$ cat config.mk
export PLATFORM = sky130hd
export DESIGN_NAME = ism_cell
export DESIGN_NICKNAME = d
export VERILOG_FILES = /design/src/hw/rtl/ism_pkg.sv /design/src/hw/rtl/ism_cell.sv
export SDC_FILE = /design/constraint.sdc
export NUM_CORES = 1
export LEC_CHECK = 0
export BUFFER_PORTS_ARGS = -buffer_cell sky130_fd_sc_hd__buf_2
export CAP_MARGIN = 15
export CORE_MARGIN = 2
export CORE_UTILIZATION = 53
export DETAILED_ROUTE_END_ITERATION = 8
export MAX_ROUTING_LAYER = met4
export PLACE_DENSITY = 0.92
export SETUP_SLACK_MARGIN = 0.02
export SLEW_MARGIN = 40
export SYNTH_ARGS = -nofsm -noshare
export SYNTH_HDL_FRONTEND = slang
export SYNTH_SLANG_ARGS = --single-unit
$ cat constraint.sdc
create_clock -name clk -period 2.7 [get_ports clk]
set_input_delay 0.27 -clock clk [delete_from_list [all_inputs] [get_ports clk]]
set_output_delay 0.27 -clock clk [all_outputs]
set_load 0.01 [all_outputs]
$ cat src/hw/rtl/ism_pkg.sv
package ism_pkg;

    typedef enum logic
    {
        FUNC_LOAD  = 1'b0,
        FUNC_QUERY = 1'b1
    } func_t;

    typedef struct packed
    {
        logic         valid;
        func_t        func;
        logic [31:0]  a;
        logic [31:0]  b;
        logic         hit;
    } slot_t;

    localparam int VALUE_W = 32;

endpackage

$ cat src/hw/rtl/ism_cell.sv
module ism_cell #(
    parameter int CW  = 7,
    parameter int IDX = 0
) (
    input  logic            clk,
    input  logic            rst_n,
    input  logic            advance,
    input  ism_pkg::slot_t  slot_in,
    input  logic [CW-1:0]   tag_in,
    output ism_pkg::slot_t  slot_out,
    output logic [CW-1:0]   tag_out
);
    import ism_pkg::*;

    localparam logic [CW-1:0] MY_IDX = CW'(IDX);

    logic signed [VALUE_W-1:0] lo_reg;
    logic signed [VALUE_W-1:0] hi_reg;
    logic                      valid_reg;
    func_t                     func_reg;
    logic [VALUE_W-1:0]        a_reg;
    logic [VALUE_W-1:0]        b_reg;
    logic                      hit_reg;
    logic [CW-1:0]             tag_reg;

    logic write_here;
    logic match;
    logic signed [VALUE_W-1:0] pt;

    assign pt         = signed'(slot_in.a);
    assign write_here = slot_in.valid && (slot_in.func == FUNC_LOAD) && (tag_in == MY_IDX);
    assign match      = slot_in.valid && (slot_in.func == FUNC_QUERY) && (tag_in > MY_IDX)
                        && (lo_reg <= pt) && (pt <= hi_reg);

    // stored interval of this cell
    always_ff @(posedge clk)
    begin
        if (advance && write_here)
        begin
            lo_reg <= signed'(slot_in.a);
            hi_reg <= signed'(slot_in.b);
        end
    end

    always_ff @(posedge clk or negedge rst_n)
    begin
        if (!rst_n)
        begin
            valid_reg <= 1'b0;
        end
        else if (advance)
        begin
            valid_reg <= slot_in.valid;
        end
    end

    always_ff @(posedge clk)
    begin
        if (advance)
        begin
            func_reg <= slot_in.func;
            a_reg    <= slot_in.a;
            b_reg    <= slot_in.b;
            hit_reg  <= slot_in.hit | match;
            tag_reg  <= tag_in;
        end
    end

    always_comb
    begin
        slot_out.valid = valid_reg;
        slot_out.func  = func_reg;
        slot_out.a     = a_reg;
        slot_out.b     = b_reg;
        slot_out.hit   = hit_reg;
        tag_out        = tag_reg;
    end

endmodule

# Word level (Yosys, flattened, before mapping)
# Cells that the tools add are included.
dict set report totals {
  regBits 138
  inputBits 77
  output_inout_bits 74
  elab_cells 21
}
dict set report op_classes {
  magnitude_cmp 3
  n_bitwise 2
  n_reduce_logical 8
}
# cell n
set ops {}
lappend ops {{<= comparator 32 bit} 2}
lappend ops {{greater-than comparator 7 x 1 -> 1 bit, second input constant} 1}
lappend ops {{logical AND 1 bit} 7}
lappend ops {{zero test 7 bit} 1}
lappend ops {{NOT 1 bit} 1}
lappend ops {{OR 1 bit} 1}

# Logic depth before layout (Yosys ltp)
dict set report depth {
  ltp_word 5
  ltp_mapped 8
  ltp_nobuf 8
}

# Least setup slack after synthesis
# OpenSTA, ideal clock, no wires.
dict set report synth_timing {
  kind {input to register}
  startpoint {input tag_in[4]}
  endpoint {register hi_reg[0], enable pin}
  setup_ps 565
  arrival_ps 5018
  required_ps 2135
  slack_ps -2884
  path_stages 3
  path_buffers 0
  path_cell_list {nor4_1 nand2_1 nor3_1}
}
dict set report synth_between {
  elab_chain_cells 3
}
# element line_no
set synth_rtl {}
lappend synth_rtl {{from (decl)} ism_cell.sv:9} ;# input logic [CW-1:0] tag_in,
lappend synth_rtl {{zero test 7 bit} ism_cell.sv:31} ;# assign write_here = slot_in.valid && (slot_in.func == FUNC_LOAD) && (tag_in == MY_IDX);
lappend synth_rtl {{logical AND 1 bit} ism_cell.sv:31}
lappend synth_rtl {{logical AND 1 bit} ism_cell.sv:38} ;# if (advance && write_here)
lappend synth_rtl {{to (signal assigned)} ism_cell.sv:41} ;# hi_reg <= signed'(slot_in.b);
lappend synth_rtl {{to (decl)} ism_cell.sv:18} ;# logic signed [VALUE_W-1:0] hi_reg;
# Every way passes these cells.
# A chain may end at the register's enable or synchronous reset.

# Final worst setup path
dict set report layout_timing {
  startpoint {input slot_in[54] in the netlist's numbering}
  endpoint {register hit_reg (data pin)}
}
dict set report layout_between {
  elab_chain_cells 4
  elab_cells_between_ends 5
  cone_classes {order compare: 2; bitwise: 1; reduce/logical: 2}
}
# element line_no
set layout_rtl {}
lappend layout_rtl {{from (decl)} ism_cell.sv:8} ;# input ism_pkg::slot_t slot_in,
lappend layout_rtl {{<= comparator 32 bit} ism_cell.sv:33} ;# && (lo_reg <= pt) && (pt <= hi_reg);
lappend layout_rtl {{logical AND 1 bit} ism_cell.sv:33}
lappend layout_rtl {{logical AND 1 bit (*)} ism_cell.sv:33}
lappend layout_rtl {{OR 1 bit (*)} ism_cell.sv:64} ;# hit_reg <= slot_in.hit | match;
lappend layout_rtl {{to (signal assigned)} ism_cell.sv:64}
lappend layout_rtl {{to (decl)} ism_cell.sv:23} ;# logic hit_reg;
# Every way passes the cells marked *; elsewhere a longest branch is shown, timed or not.

==> results.cfg <==
[run_status]
status = complete, no violations

[power]
p_leak_nw = 3.50
switching_share_pct = 22.4
clkPwrFrac_pct = 39.5
ir_drop_v = 0.000453
switching_power_w = 0.00109
p_seq_share_pct = 51.0
power.share.combinational_pct = 9.5
p_per_area_nw_per_um2 = 606
p_int_w = 0.00378

[global_route]
grt_overflow = 0
antenna_found_initial = 0
grt_pass1_wl_mm = 20.5
grt_pass1_vias = 4364
gr-usage-all-layers_pct = 24.4
grt_max_degree = 65

[floorplan]
fp.dieW_um = 109
start_util_pct = 54.2
core_sq_um = 10800
ios = 151
die-area_sq_um = 11900
rows = 38
die_height_um = 109

[finish]
drive_above_1_share_pct = 28.6
final_cell_area_sq_um = 8040
diodes = 0
layout.nets = 767
layout_common_cells = 149 x buf_2, 137 x edfxtp_1, 73 x dlygate4sd3_1
syn2layout_area_growth_pct = 37.4
stdcell_count = 779
layout_commonest_cell = buf_2

[logic_synthesis]
syn_area_sq_um = 5850
synth_top_cell_by_area = edfxtp_1
yosysWarningCount = 0
syn-num-nets = 525
avgSynthCellArea_sq_um = 15.2
async_reset_ff_share_pct = 0.725
yosysSeqAreaShare_pct = 70.8
ys_ff_latch = 138
synth-main-ff-cell = edfxtp_1
ys_types = 33
synth_top_cell_area_share_pct = 70.3
synth_cells = 384
synth_area_leaders = edfxtp_1 70%, ha_1 14%, inv_1 4.4%, a21oi_1 2.4%, nand4_1 1.4%
synth_edf_count = 137

[job]
maxCapViolations = 0

[clock_tree]
numCtsBuffers = 17
h-tree-depth = 4
cts_tree = built
clkLatencyLatePin_ns = 0.53
ctsLongestPathBuffers = 2
path_clk_slew_ns = 0.06
clkSinkCount = 138
root_buffer = clkbuf_8

[placed_design]
pre_cts_ws_ns = 0.0218
dp.cells = 674
dpl-instance-area_sq_um = 6800
port_buffers = 150
hpwl_mm = 8.55
gp_congestion = 0.812

[detailed_routing]
first_iter_violations = 236
routedWlPerCell_um = 17.2
vias_per_cell = 5.25
vias = 4088
first_pass_iters = 4
drc_errors = 0
wl_mm = 13.4
antenna_left = 0

[timing]
rsz0062_at_grt = false
period_needed_ns = 2.62
fmax_ghz = 0.381
setup_tns_ns = 0
whs_ns = 0.0457
worst_pin_slew_ns = 0.616
setup_violations = 0
finalWorstSetupSlack_ns = 0.0784
hold_viol = 0
fin_skew_ns = 0.00971
slew_headroom_pct = 58.6
final_max_slew_viol_count = 0
timing.final.crit_share_pct = 97.1

[critical_path]
required_ns = 3.10
crit_start = slot_in[54]
path_class = input pin to flop
rr_worst_depth = 7
startpoint_type = input pin
crit_slowest_cell = or4_4
worstPathMaxFanout = 4
cpPeakStageDelay_ns = 0.57
crit_path_end_kind = flop
cpMostUsedCell = or4_4
r2r-start = lo_reg[23]$_DFFE_PP_
cp.arrival_ns = 3.02
crit_chain = dlygate4sd3_1 -> buf_2 -> inv_1 -> ha_1 -> nand4_1 -> or4_4 -> or4_4 -> nor3b_1 -> a211oi_2 -> o22a_1

[worst_hold_path]
worst_hold_path_type = input pin to async pin
## logic make-up after synthesis
family	Yosys count	share of synthesized area (%)
buffers and inverters	72	4.81
AND/OR/NAND/NOR	56	5.01
AO/OA/AOI/OAI	54	5.73
flip-flops	138	70.8
adder cells (fa/ha/maj)	64	13.7
## area by class of cell
class | count | area [sq um]
inverters | 69 | 259
clock buffers | 20 | 425
flip-flops and latches | 138 | 4140
well taps | 140 | 175
fillers | 642 | 2760
multi-input cells | 174 | 1460
repair buffers | 226 | 1520
clock inverters | 12 | 58.8
## metrics by stage
step	power [W]	util [%]
floorplan	0.00267	-
global placement	0.00287	63.0
detailed placement	0.00290	63.0
CTS	0.00488	74.3
global route	0.00504	74.5
finish	0.00487	74.5
## final timing paths
kind | endpoint | slack (ns)
max | hit_reg$_DFFE_PP_ | 0.08
min | valid_reg$_DFFE_PN0P_ | 0.05
max reg2reg | hit_reg$_DFFE_PP_ | 0.14
min reg2reg | valid_reg$_DFFE_PN0P_ | 0.56
max in group asynchronous | valid_reg$_DFFE_PN0P_ | 2.57
min in group clk | valid_reg$_DFFE_PN0P_ | 0.06
## synthesized netlist by cell type, types with 3 or more instances
cell type,count
o21ai_0,9
a21oi_1,28
nand4_1,13
nand3_1,5
edfxtp_1,137
nor3_1,4
ha_1,64
buf_4,3
nand2_1,18
inv_1,69
or4_1,3
nor2_1,5
## per-layer routing
layer	up-vias	share of wire, %	global-route usage, %
met3	33	5.4	6.81
met5	-	0	-
met4	0	2.8	11.8
li1	1914	-	-
met1	1966	37	25.2
met2	175	55	42.8
## worst max-delay path, delay by kind of cell
| family | cells | cell delay [ns] |
|---|---|---|
| AO/OA/AOI/OAI | 2 | 0.37 |
| adder cells (fa/ha/maj) | 1 | 0.30 |
| AND/OR/NAND/NOR | 4 | 1.36 |
| buffers and inverters | 3 | 0.72 |
## power by group through the flow
stage	clock (W)	combinational (W)	sequential [W]
after floorplan	0	0.0000992	0.00258
after global placement	0	0.000350	0.00252
after detailed placement	0	0.000372	0.00252
after CTS	0.00194	0.000458	0.00248
after global routing	0.00204	0.000505	0.00249
final	0.00192	0.000464	0.00248
## what timing repair did
| item | 4_1_cts | 5_1_grt |
|---|---|---|
| endpoints found under the setup margin | 0 | 1 |
| hold buffers | 73 | 0 |
| gates resized for setup | 0 | 3 |
| endpoints found under the hold margin | 137 | 0 |
| setup buffers | 0 | 0 |
Power figures use the tool's default switching activity.
